===== src/hw/rtl/cht_pkg.sv =====
// Shared widths, constants and handshake types of the circling heading tracker.
`timescale 1ns / 1ps

package cht_pkg;

   // Field widths
   localparam int HEADING_W = 9;
   localparam int CLIMB_W   = 16;
   localparam int SCALE_W   = 16;
   localparam int SECTOR_W  = 3;
   localparam int VALUE_W   = 8;
   localparam int AVG_W     = 17;
   localparam int TOTAL_W   = 10;
   localparam int CHANGE_W  = 9;

   // Stream packing
   localparam int REQ_DATA_W = 32;
   localparam int REQ_USER_W = 3;
   localparam int RSP_DATA_W = 40;
   localparam int RSP_USER_W = 1;

   // Divider sizing
   localparam int DVD_W = 18 - 1;
   localparam int DSR_W = 7;
   localparam int CNT_W = 5;
   localparam logic [CNT_W-1:0] DIV_STEPS = CNT_W'(DVD_W);

   // Register indexes
   localparam logic CSR_CLIMB_SCALE = 1'b0;
   localparam logic CSR_AVG_DIVISOR = 1'b1;

   localparam logic [SCALE_W-1:0] CLIMB_SCALE_RESET = 16'd256;
   localparam logic [DSR_W-1:0]   AVG_DIVISOR_RESET = 7'd4;

   // Sector mapping: floor((heading + 338) / 45) by reciprocal, exact up to 849
   localparam logic [9:0]  SECTOR_BASE  = 10'd338;
   localparam logic [10:0] SECTOR_RECIP = 11'd1457;
   localparam int          RECIP_SHIFT  = 16;

   localparam logic signed [10:0] HALF_TURN     = 11'sd180;
   localparam logic signed [10:0] FULL_TURN     = 11'sd360;
   localparam logic signed [16:0] VALUE_MAX     = 17'sd127;
   localparam logic signed [16:0] VALUE_MIN     = -17'sd126;
   localparam logic signed [10:0] TOTAL_MAX     = 11'sd400;
   localparam logic signed [10:0] TOTAL_MIN     = -11'sd400;

   typedef struct packed {
      logic             start;
      logic [DVD_W-1:0] dividend;
      logic [DSR_W-1:0] divisor;
   } div_req_type;

   typedef struct packed {
      logic             finishing;
      logic [DVD_W-1:0] quotient;
   } div_rsp_type;

endpackage


===== src/hw/rtl/cht_divider.sv =====
// Restoring unsigned divider, one quotient bit per cycle.
`timescale 1ns / 1ps

module cht_divider
   import cht_pkg::*;
(
   input  logic        clock,
   input  logic        reset,
   input  div_req_type div_req,
   output div_rsp_type div_rsp
);

   logic [CNT_W-1:0] count_ff, count_in;
   logic [DVD_W-1:0] dvd_ff, dvd_in;
   logic [DSR_W-1:0] rem_ff, rem_in;
   logic [DSR_W-1:0] dsr_ff, dsr_in;
   logic [DSR_W:0]   rem_shift;
   logic [DSR_W:0]   rem_diff;
   logic             fits;

   always_comb begin
      rem_shift = {rem_ff, dvd_ff[DVD_W-1]};
      rem_diff  = rem_shift - {1'b0, dsr_ff};
      fits      = rem_shift >= {1'b0, dsr_ff};
      count_in  = count_ff;
      dvd_in    = dvd_ff;
      rem_in    = rem_ff;
      dsr_in    = dsr_ff;
      if (div_req.start) begin
         count_in = DIV_STEPS;
         dvd_in   = div_req.dividend;
         rem_in   = '0;
         dsr_in   = div_req.divisor;
      end else if (count_ff != '0) begin
         // shift in one quotient bit, keep the partial remainder below the divisor
         count_in = count_ff - CNT_W'(1);
         dvd_in   = {dvd_ff[DVD_W-2:0], fits};
         rem_in   = fits ? rem_diff[DSR_W-1:0] : rem_shift[DSR_W-1:0];
      end
   end

   always_ff @(posedge clock) begin
      if (reset) begin
         count_ff <= '0;
      end else begin
         count_ff <= count_in;
      end
      dvd_ff <= dvd_in;
      rem_ff <= rem_in;
      dsr_ff <= dsr_in;
   end

   assign div_rsp.finishing = (count_ff == CNT_W'(1));
   assign div_rsp.quotient  = dvd_ff;

endmodule


===== src/hw/rtl/circling_heading_tracker.sv =====
// Top level: climb history by heading sector and circling heading-change tracking.
`timescale 1ns / 1ps
// An item with circle_sample set passes capture, setup, 17 divider steps and finish after
//   the transfer; without circle_sample, it passes capture and finish.
// A new item is taken only once the last one has finished, so the bit-serial divider of
//   the average update bounds the throughput. A stalled result holds the next item
//   in its finish step.
// Reset (synchronous, active high): history, previous heading, average and total go to zero,
//   climb_scale_q8 to 256 and average_divisor to 4; the result slot is emptied.

module circling_heading_tracker
   import cht_pkg::*;
(
   input  logic                  clock,
   input  logic                  reset,

   // Input stream
   input  logic                  req_tvalid,
   output logic                  req_tready,
   input  logic [REQ_DATA_W-1:0] req_tdata,  // heading_deg[8:0], climb_q8[24:9], zero pad
   input  logic [REQ_USER_W-1:0] req_tuser,  // climb_valid[0], position_valid[1],
                                             // circle_sample[2]

   // Result stream
   output logic                  rsp_tvalid,
   input  logic                  rsp_tready,
   output logic [RSP_DATA_W-1:0] rsp_tdata,  // sector_index[2:0], sector_value[10:3],
                                             // average_change_q8[27:11],
                                             // total_change[37:28], zero pad
   output logic [RSP_USER_W-1:0] rsp_tuser,  // sector_written[0]

   // Configuration writes
   input  logic                  csr_wr_en,
   input  logic                  csr_index,
   input  logic [SCALE_W-1:0]    csr_wdata
);

   localparam logic [2:0] S_IDLE  = 3'd0;
   localparam logic [2:0] S_CALC  = 3'd1;
   localparam logic [2:0] S_START = 3'd2;
   localparam logic [2:0] S_DIV   = 3'd3;
   localparam logic [2:0] S_FIN   = 3'd4;

   logic [2:0] state_ff, state_in;

   // Configuration
   logic [SCALE_W-1:0] scale_ff;
   logic [DSR_W-1:0]   divisor_ff;

   // Captured item
   logic                        climb_valid_ff, position_valid_ff, circle_ff;
   logic [HEADING_W-1:0]        heading_ff;
   logic signed [CLIMB_W-1:0]   climb_ff;

   // Tracker state
   logic signed [VALUE_W-1:0]   history_ff [8];
   logic [HEADING_W-1:0]        prev_heading_ff;
   logic signed [AVG_W-1:0]     avg_ff;
   logic signed [TOTAL_W-1:0]   total_ff;

   // Intermediate results
   logic signed [32:0]          prod_ff, prod_in;
   logic [SECTOR_W-1:0]         sector_ff, sector_in;
   logic signed [CHANGE_W-1:0]  change_ff, change_in;
   logic signed [AVG_W:0]       numer_ff, numer_in;

   // Result slot
   logic                  rsp_valid_ff;
   logic [RSP_DATA_W-1:0] rsp_data_ff;
   logic                  rsp_written_ff;

   // Capture-stage arithmetic
   logic [9:0]             sec_sum;
   logic [20:0]            sec_prod;
   logic [4:0]             sec_quot;
   logic signed [10:0]     diff;

   // Finish-stage arithmetic
   logic signed [16:0]         climb_q;
   logic signed [VALUE_W-1:0]  value;
   logic signed [AVG_W:0]      numer_neg;
   logic signed [AVG_W:0]      quot_signed;
   logic signed [AVG_W:0]      avg_sum;
   logic signed [AVG_W-1:0]    avg_next;
   logic signed [10:0]         total_sum;
   logic signed [10:0]         total_fix;
   logic signed [TOTAL_W-1:0]  total_next;
   logic                       sector_write;
   logic                       slot_free;

   div_req_type div_req;
   div_rsp_type div_rsp;

   cht_divider u_divider (
      .clock   (clock),
      .reset   (reset),
      .div_req (div_req),
      .div_rsp (div_rsp)
   );

   assign req_tready = (state_ff == S_IDLE);
   assign slot_free  = !rsp_valid_ff || rsp_tready;

   // Capture stage: climb product, sector, wrapped heading change, average numerator
   always_comb begin
      prod_in  = 33'(climb_ff) * 33'($signed({1'b0, scale_ff}));
      sec_sum  = {1'b0, heading_ff} + SECTOR_BASE;
      sec_prod = 21'(sec_sum) * 21'(SECTOR_RECIP);
      sec_quot = sec_prod[RECIP_SHIFT+4:RECIP_SHIFT];
      sector_in = sec_quot[SECTOR_W-1:0] + SECTOR_W'(1);

      diff = $signed({2'b00, heading_ff}) - $signed({2'b00, prev_heading_ff});
      // one correction of a full turn at most
      if (diff > HALF_TURN) begin
         diff = diff - FULL_TURN;
      end else if (diff < -HALF_TURN) begin
         diff = diff + FULL_TURN;
      end
      change_in = diff[CHANGE_W-1:0];
      numer_in  = $signed({change_in[CHANGE_W-1], change_in, 8'h00})
                - $signed({avg_ff[AVG_W-1], avg_ff});
   end

   // Divider request: magnitude of the numerator, zero divisor acts as one
   always_comb begin
      numer_neg        = -numer_ff;
      div_req.start    = (state_ff == S_START);
      div_req.dividend = numer_ff[AVG_W] ? numer_neg[DVD_W-1:0] : numer_ff[DVD_W-1:0];
      div_req.divisor  = (divisor_ff == '0) ? DSR_W'(1) : divisor_ff;
   end

   // Finish stage
   always_comb begin
      // truncate toward zero: round the arithmetic shift up for negative inexact products
      climb_q = prod_ff[32:16] + 17'(prod_ff[32] && (prod_ff[15:0] != '0));
      if (climb_q > VALUE_MAX) begin
         value = VALUE_W'(VALUE_MAX);
      end else if (climb_q < VALUE_MIN) begin
         value = VALUE_W'(VALUE_MIN);
      end else begin
         value = climb_q[VALUE_W-1:0];
      end
      sector_write = climb_valid_ff && position_valid_ff;

      quot_signed = numer_ff[AVG_W] ? -$signed({1'b0, div_rsp.quotient})
                                    : $signed({1'b0, div_rsp.quotient});
      avg_sum  = $signed({avg_ff[AVG_W-1], avg_ff}) + quot_signed;
      avg_next = avg_sum[AVG_W-1:0];

      total_sum = $signed({total_ff[TOTAL_W-1], total_ff})
                + $signed({{2{change_ff[CHANGE_W-1]}}, change_ff});
      // drop the total when it runs against the average's sense
      if ((avg_next > 0 && total_sum < 0) || (avg_next < 0 && total_sum > 0)) begin
         total_fix = '0;
      end else begin
         total_fix = total_sum;
      end
      if (total_fix > TOTAL_MAX) begin
         total_next = TOTAL_MAX[TOTAL_W-1:0];
      end else if (total_fix < TOTAL_MIN) begin
         total_next = TOTAL_MIN[TOTAL_W-1:0];
      end else begin
         total_next = total_fix[TOTAL_W-1:0];
      end
      if (!circle_ff) begin
         avg_next   = avg_ff;
         total_next = total_ff;
      end
   end

   // Sequencer
   always_comb begin
      state_in = state_ff;
      case (state_ff)
         S_IDLE: begin
            if (req_tvalid) begin
               state_in = S_CALC;
            end
         end
         S_CALC: begin
            state_in = circle_ff ? S_START : S_FIN;
         end
         S_START: begin
            state_in = S_DIV;
         end
         S_DIV: begin
            if (div_rsp.finishing) begin
               state_in = S_FIN;
            end
         end
         S_FIN: begin
            if (slot_free) begin
               state_in = S_IDLE;
            end
         end
         default: begin
            state_in = S_IDLE;
         end
      endcase
   end

   always_ff @(posedge clock) begin
      if (reset) begin
         state_ff        <= S_IDLE;
         scale_ff        <= CLIMB_SCALE_RESET;
         divisor_ff      <= AVG_DIVISOR_RESET;
         prev_heading_ff <= '0;
         avg_ff          <= '0;
         total_ff        <= '0;
         rsp_valid_ff    <= 1'b0;
         for (int i = 0; i < 8; i++) begin
            history_ff[i] <= '0;
         end
      end else begin
         state_ff <= state_in;

         if (csr_wr_en) begin
            case (csr_index)
               CSR_CLIMB_SCALE: scale_ff   <= csr_wdata;
               CSR_AVG_DIVISOR: divisor_ff <= csr_wdata[DSR_W-1:0];
               default: begin
               end
            endcase
         end

         // load a new result, or hold the result until the transfer, then free the slot
         if (state_ff == S_FIN && slot_free) begin
            rsp_valid_ff <= 1'b1;
            avg_ff       <= avg_next;
            total_ff     <= total_next;
            if (circle_ff) begin
               prev_heading_ff <= heading_ff;
            end
            if (sector_write) begin
               history_ff[sector_ff] <= value;
            end
         end else if (rsp_valid_ff && rsp_tready) begin
            rsp_valid_ff <= 1'b0;
         end
      end

      // Payload registers
      if (req_tvalid && req_tready) begin
         heading_ff        <= req_tdata[HEADING_W-1:0];
         climb_ff          <= req_tdata[HEADING_W+CLIMB_W-1:HEADING_W];
         climb_valid_ff    <= req_tuser[0];
         position_valid_ff <= req_tuser[1];
         circle_ff         <= req_tuser[2];
      end
      if (state_ff == S_CALC) begin
         prod_ff   <= prod_in;
         sector_ff <= sector_in;
         change_ff <= change_in;
         numer_ff  <= numer_in;
      end
      if (state_ff == S_FIN && slot_free) begin
         rsp_written_ff <= sector_write;
         rsp_data_ff    <= {2'b00, total_next, avg_next,
                            sector_write ? value : VALUE_W'(0),
                            sector_write ? sector_ff : SECTOR_W'(0)};
      end
   end

   assign rsp_tvalid = rsp_valid_ff;
   assign rsp_tdata  = rsp_data_ff;
   assign rsp_tuser  = rsp_written_ff;

endmodule


===== config.mk =====
export PLATFORM = sky130hd
export DESIGN_NAME = circling_heading_tracker
export DESIGN_NICKNAME = d
export VERILOG_FILES = /design/src/hw/rtl/cht_pkg.sv /design/src/hw/rtl/cht_divider.sv /design/src/hw/rtl/circling_heading_tracker.sv
export SDC_FILE = /design/constraint.sdc
export NUM_CORES = 1
export LEC_CHECK = 0
export BUFFER_PORTS_ARGS = -buffer_cell sky130_fd_sc_hd__buf_2
export CAP_MARGIN = 30
export CORE_ASPECT_RATIO = 0.5
export CORE_UTILIZATION = 30
export DETAILED_ROUTE_END_ITERATION = 7
export PLACE_DENSITY = 0.49
export SYNTH_ARGS = -nofsm -noshare
export SYNTH_HDL_FRONTEND = slang
export SYNTH_SLANG_ARGS = --single-unit

===== constraint.sdc =====
create_clock -name clock -period 6.7 [get_ports clock]
set_clock_uncertainty 0.1 [all_clocks]
set_input_delay 1.005 -clock clock [delete_from_list [all_inputs] [get_ports clock]]
set_output_delay 1.005 -clock clock [all_outputs]
set_load 0.1 [all_outputs]

# After elaboration in Yosys (flattened, before gate mapping)
# Cells that the tools add are included.
# op_classes
addsub	13
mul	2
magnitude_cmp	11
eq_ne	8
n_mux	23
bitwise	2
reduce_logical	22
# ops
op	count
$mux W17	5
$neg A17 Y17	2
$mul A16 B17 Y33	1
$mux W10	3
$mul A10 B11 Y19 const B	1
$mux W9	2
$sub A17 B17 Y18	1
$add A17 B1 Y17	1
$add A17 B17 Y17	1
$gt A17 B1 Y1 const B	1
$gt A17 B8 Y1 const B	1
$lt A17 B1 Y1 const B	1
$lt A17 B8 Y1 const B	1
$reduce_bool A16 Y1	1
$pmux W3 S5	1
$mux W7	2
$mux W3	4
$add A10 B9 Y11	1
$gt A11 B1 Y1 const B	1
$gt A11 B10 Y1 const B	1
$lt A11 B1 Y1 const B	1
$lt A11 B10 Y1 const B	1
$mux W11	1
$add A9 B9 Y10 const B	1
other kinds (28)	45
# totals
regBits	229
input_bits	57
out_inout_bits	43

# Logic depth before layout (Yosys ltp)
# depth
word_depth	11
mapped_depth	25

# By module
# A second synthesis with hierarchy kept.
# hier_totals
hier_cells	2359
hier_area_um2	22532.9
# by_module_without_submodules
module	instances	cells_each	area_each_um2	seq_area_each_um2
circling_heading_tracker	1	2196	20657.3	5165.0
cht_divider	1	163	1875.5	960.9

# Worst setup path before layout
# Ideal clock, no wire load.
# synth_timing
kind	register to register
start	register climb_ff[15]
end	register prod_ff[32] (data pin)
setup_time_ns	0.260
t_arrival_ns	6.031
required_time_ns	6.340
path_slack_ns	0.309
path_stages_with_launch	24
path_buffers	1
synth_period_minus_slack_ns	6.391
cell_sequence	edfxtp_1 clkbuf_1 nand2b_1 fa_1 inv_1 fa_1 inv_1 fa_1 inv_1 fa_1 inv_1 fa_1 inv_1 fa_1 ha_1 a21oi_1 o21ai_0 or3_1 a21o_1 a211oi_1 nor3_1 a211o_1 a21oi_1 xnor2_1
# synth_between
elab_chain_cells	1
# synth_rtl
element	line	text
start, declared	circling_heading_tracker.sv:53	logic signed [CLIMB_W-1:0] climb_ff;
start signal, assigned	circling_heading_tracker.sv:245	climb_ff <= req_tdata[HEADING_W+CLIMB_W-1:HEADING_W];
$mul A16 B17 Y33	circling_heading_tracker.sv:106	prod_in = 33'(climb_ff) * 33'($signed({1'b0, scale_ff}));
named net prod_in[32]	circling_heading_tracker.sv:62	logic signed [32:0] prod_ff, prod_in;
end signal, assigned	circling_heading_tracker.sv:251	prod_ff <= prod_in;
end, declared	circling_heading_tracker.sv:62	
# The timed path passes the listed nets, and every way through them passes these cells.
# A chain may end at the register's enable or synchronous reset.

# Final worst setup path
# layout_timing
start	register climb_ff[12]
end	register prod_ff[32] (data pin)
# The elaborated chain is that of the path after synthesis.

==> results_dict.tcl <==
set metrics [dict create \
    outcome "complete, no violations" \
    boundaryPins 100 \
    ys_types 93 \
    synthToLayoutAreaGrowth_pct 13.7 \
    postSynthAreaPerCell_um2 9.41 \
    maxSlewViolCount 0 \
    htree_levels 1 \
    cts.clk_slew.worst_paths_ps 60 \
    final_antenna_net_count 0 \
    p_per_area_mw_per_mm2 420 \
    crit_type "reg -> reg" \
    critPathMaxStageDelay_ps 530 \
    p_int_w 0.00596 \
    endpoint_kind "flip-flop" \
    max-vdd-ir-drop_v 0.000340 \
    die_h_um 196 \
    drive_gt1_share_pct 11.7 \
    tightestPinTransition_ps 725 \
    min_path_type "reg -> reg" \
    async_flop_share_pct 0 \
    n_fill_cell 7651 \
    synth_area_mm2 0.0226 \
    reg2regPathDepth 22 \
    cts_root_buffer "clkbuf_16" \
    cp.required_ps 6920 \
    maxSlewHeadroom_pct 51.5 \
    p_clk_share_pct 14.0 \
    fp.coreArea_mm2 0.0738 \
    min_period_ps 6520 \
    routedWlPerCell_um 14.5 \
    grt_pass1_vias 16900 \
    pwr-share-seq_pct 22.4 \
    slowest_stage "fa_1" \
    clock_sinks 229 \
    timing.rr.start "climb_ff[12]" \
    multi_input_area_mm2 0.0149 \
    synthTopCellsByCount "348 x inv_1, 326 x nand2_1, 238 x ha_1" \
    viasPerCell 4.66 \
    antenna_found_initial 0 \
    worstSkewPairLatency_ps 580 \
    hold_path_depth 2 \
    gr-total-overflow 0 \
    final_area_mm2 0.0257 \
    p_comb_share_pct 63.6 \
    critical_path.max_fanout 7 \
    yosysSeqAreaShare_pct 27.0 \
    clock.fmax_mhz 153 \
    rsz0062_at_grt "yes" \
    grt_pass1_wl_mm 86.0 \
    postPlaceCellArea_mm2 0.0246 \
    first_pass_iters 4 \
    worstHoldEndpoint "prev_heading_ff[4]" \
    worstPathArrival_ps 6750 \
    gp_congestion 0.819 \
    min_from "prev_heading_ff[4]" \
    die_area_mm2 0.0767 \
    final-hold-violation-count 0 \
    yosysMostFrequentCell "inv_1" \
    dieWidth_um 391 \
    cp_common_cell "fa_1" \
    detailed_place_hpwl_mm 42.2 \
    yosys-top-cells-area "edfxtp_1 20%, fa_1 20%, ha_1 13%" \
    initial_core_util_pct 30.7 \
    maxCapViolCount 0 \
    r2r_setup_slack_ps 180 \
    synth_top_area_cell "edfxtp_1" \
    drc 0 \
    fin_crit_sh_pct 97.4 \
    startpoint_type "flip-flop" \
    syn_inst 2407 \
    drtIter0Drc 637 \
    netlist.area_leader.share_pct 20.4 \
    yosysWarningCount 0 \
    place_worst_setup_slack_ps -85.4 \
    setup_viol 0 \
    p_sw_w 0.00485 \
    switching_share_pct 44.9 \
    cts_buffer_depth 3 \
    vias 16600 \
    worstPathCellList "buf_4, and2_1, fa_1, fa_1, inv_1, fa_1, inv_1, fa_1, inv_1, fa_1, inv_1, fa_1, ha_1, a21oi_1, o21ai_0, or3_1, a21o_1, a211oi_2, nor3_1, a211o_1, a21oi_2, xnor2_1" \
    cts_tree "yes" \
    leakage_nw 11.6 \
    grtUsageTotal_pct 13.7 \
    nNetsFinal 3058 \
    cts_buffers 27 \
    cts_hold_buf 0 \
    worstReg2RegEnd "prod_ff[32]" \
    portBuffers 90 \
    rows 70 \
    p_total_w 0.0108 \
    synth_ff_type "edfxtp_1" \
    synth-edff-count 154 \
    grt_max_degree 44 \
    antenna_cells 0 \
    fin_ws_ps 176 \
    regArea_mm2 0.00613 \
    ys_ff_latch 229 \
    postRouteWirelength_mm 51.9 \
]
## worst max-delay path, delay by kind of cell, from the launching register on
family / cells / cell delay, ps
AO/OA/AOI/OAI: 6 / 1180
adder cells (fa/ha/maj): 7 / 3360
buffers and inverters: 5 / 440
AND/OR/NAND/NOR: 3 / 600
flip-flops: 1 / 510
XOR/XNOR: 1 / 70
## per-layer routing
| metal | GRT usage, % | vias up | wire length, µm |
|---|---|---|---|
| met5 | 0 | - | 0 |
| met2 | 23.7 | 148 | 25000 |
| met3 | 1.50 | 50 | 1330 |
| met4 | 2.38 | 0 | 785 |
| li1 | - | 8311 | - |
| met1 | 18.5 | 8137 | 24800 |
## cell type report
type,instances,share of cell area (%)
Clock inverter,9,0.355
Clock buffer,41,3.14
Inverter,348,5.07
Sequential cell,229,23.8
Tap cell,1008,4.90
Timing Repair Buffer,195,4.86
Multi-Input combinational cell,1741,57.8
## worst max-delay path by stage
stage                  from     endpoint  slack (ps)  cells after the start
2_1_floorplan  climb_ff[15]  prod_ff[32]         310                     23
3_3_place_gp    scale_ff[6]  prod_ff[32]        -130                     21
3_5_place_dp    scale_ff[6]  prod_ff[32]         -90                     21
4_1_cts         scale_ff[3]  prod_ff[30]          80                     23
5_1_grt        climb_ff[12]  prod_ff[31]         -50                     22
6_report       climb_ff[12]  prod_ff[32]         180                     22
## kinds of logic (layout without fill, tap and decap cells)
family / count (synthesis) / after routing / share of synthesized area, %
other cells: 1 / 2 / 0.0166
fa+ha+maj: 459 / 459 / 32.7
mux: 14 / 14 / 0.652
simple gates: 746 / 746 / 15.9
flops: 229 / 229 / 27.0
xor+xnor: 122 / 122 / 4.72
buf+inv: 438 / 593 / 7.49
compound gates: 398 / 398 / 11.5
## sequential cells by signal, indices dropped and copies added (netlist names)
register            count
rsp_tuser               1
rsp_tdata              38
u_divider.rem_ff        7
heading_ff              9
prev_heading_ff         9
sector_ff               3
position_valid_ff       1
divisor_ff              7
u_divider.count_ff      5
change_ff               9
avg_ff                 17
climb_ff               16
climb_valid_ff          1
u_divider.dsr_ff        7
u_divider.dvd_ff       17
rsp_tvalid              1
scale_ff               16
total_ff               10
prod_ff                33
numer_ff               18
state_ff                3
circle_ff               1
## placed cells by master (no fill, tap or decap), types with 36 or more instances in the layout
cell type	instances
inv_1	348
buf_2	90
fa_1	221
a21oi_1	114
nor2_1	106
and2_1	107
dfxtp_1	69
ha_1	238
edfxtp_1	154
xnor2_1	86
xor2_1	36
nand2_1	326
buf_4	104
o21ai_0	90
## per-stage QoR
stage	utilization [%]	TNS, ps	std cells	hold slack [ps]
after floorplan	-	0	2408	336
after global placement	33.4	-154	3503	342
after detailed placement	33.4	-153	3504	346
after CTS	34.6	0	3554	356
after global routing	34.9	-142	3571	369
final	34.9	0	3571	355
## power groups by stage
| stage | Sequential (W) | Clock (W) | Combinational, W |
|---|---|---|---|
| 2_1_floorplan | 0.00260 | 0 | 0.00513 |
| 3_3_place_gp | 0.00246 | 0 | 0.00683 |
| 3_5_place_dp | 0.00246 | 0 | 0.00691 |
| 4_1_cts | 0.00244 | 0.00156 | 0.00696 |
| 5_1_grt | 0.00247 | 0.00162 | 0.00786 |
| 6_report | 0.00242 | 0.00151 | 0.00688 |
## repair_timing
action / in CTS / in global routing
setup endpoints to repair: 2 / 8
gates resized for setup: 5 / 13
buffers inserted: 0 / 17
pin swaps: 0 / 1
Power figures use the tool's default switching activity.
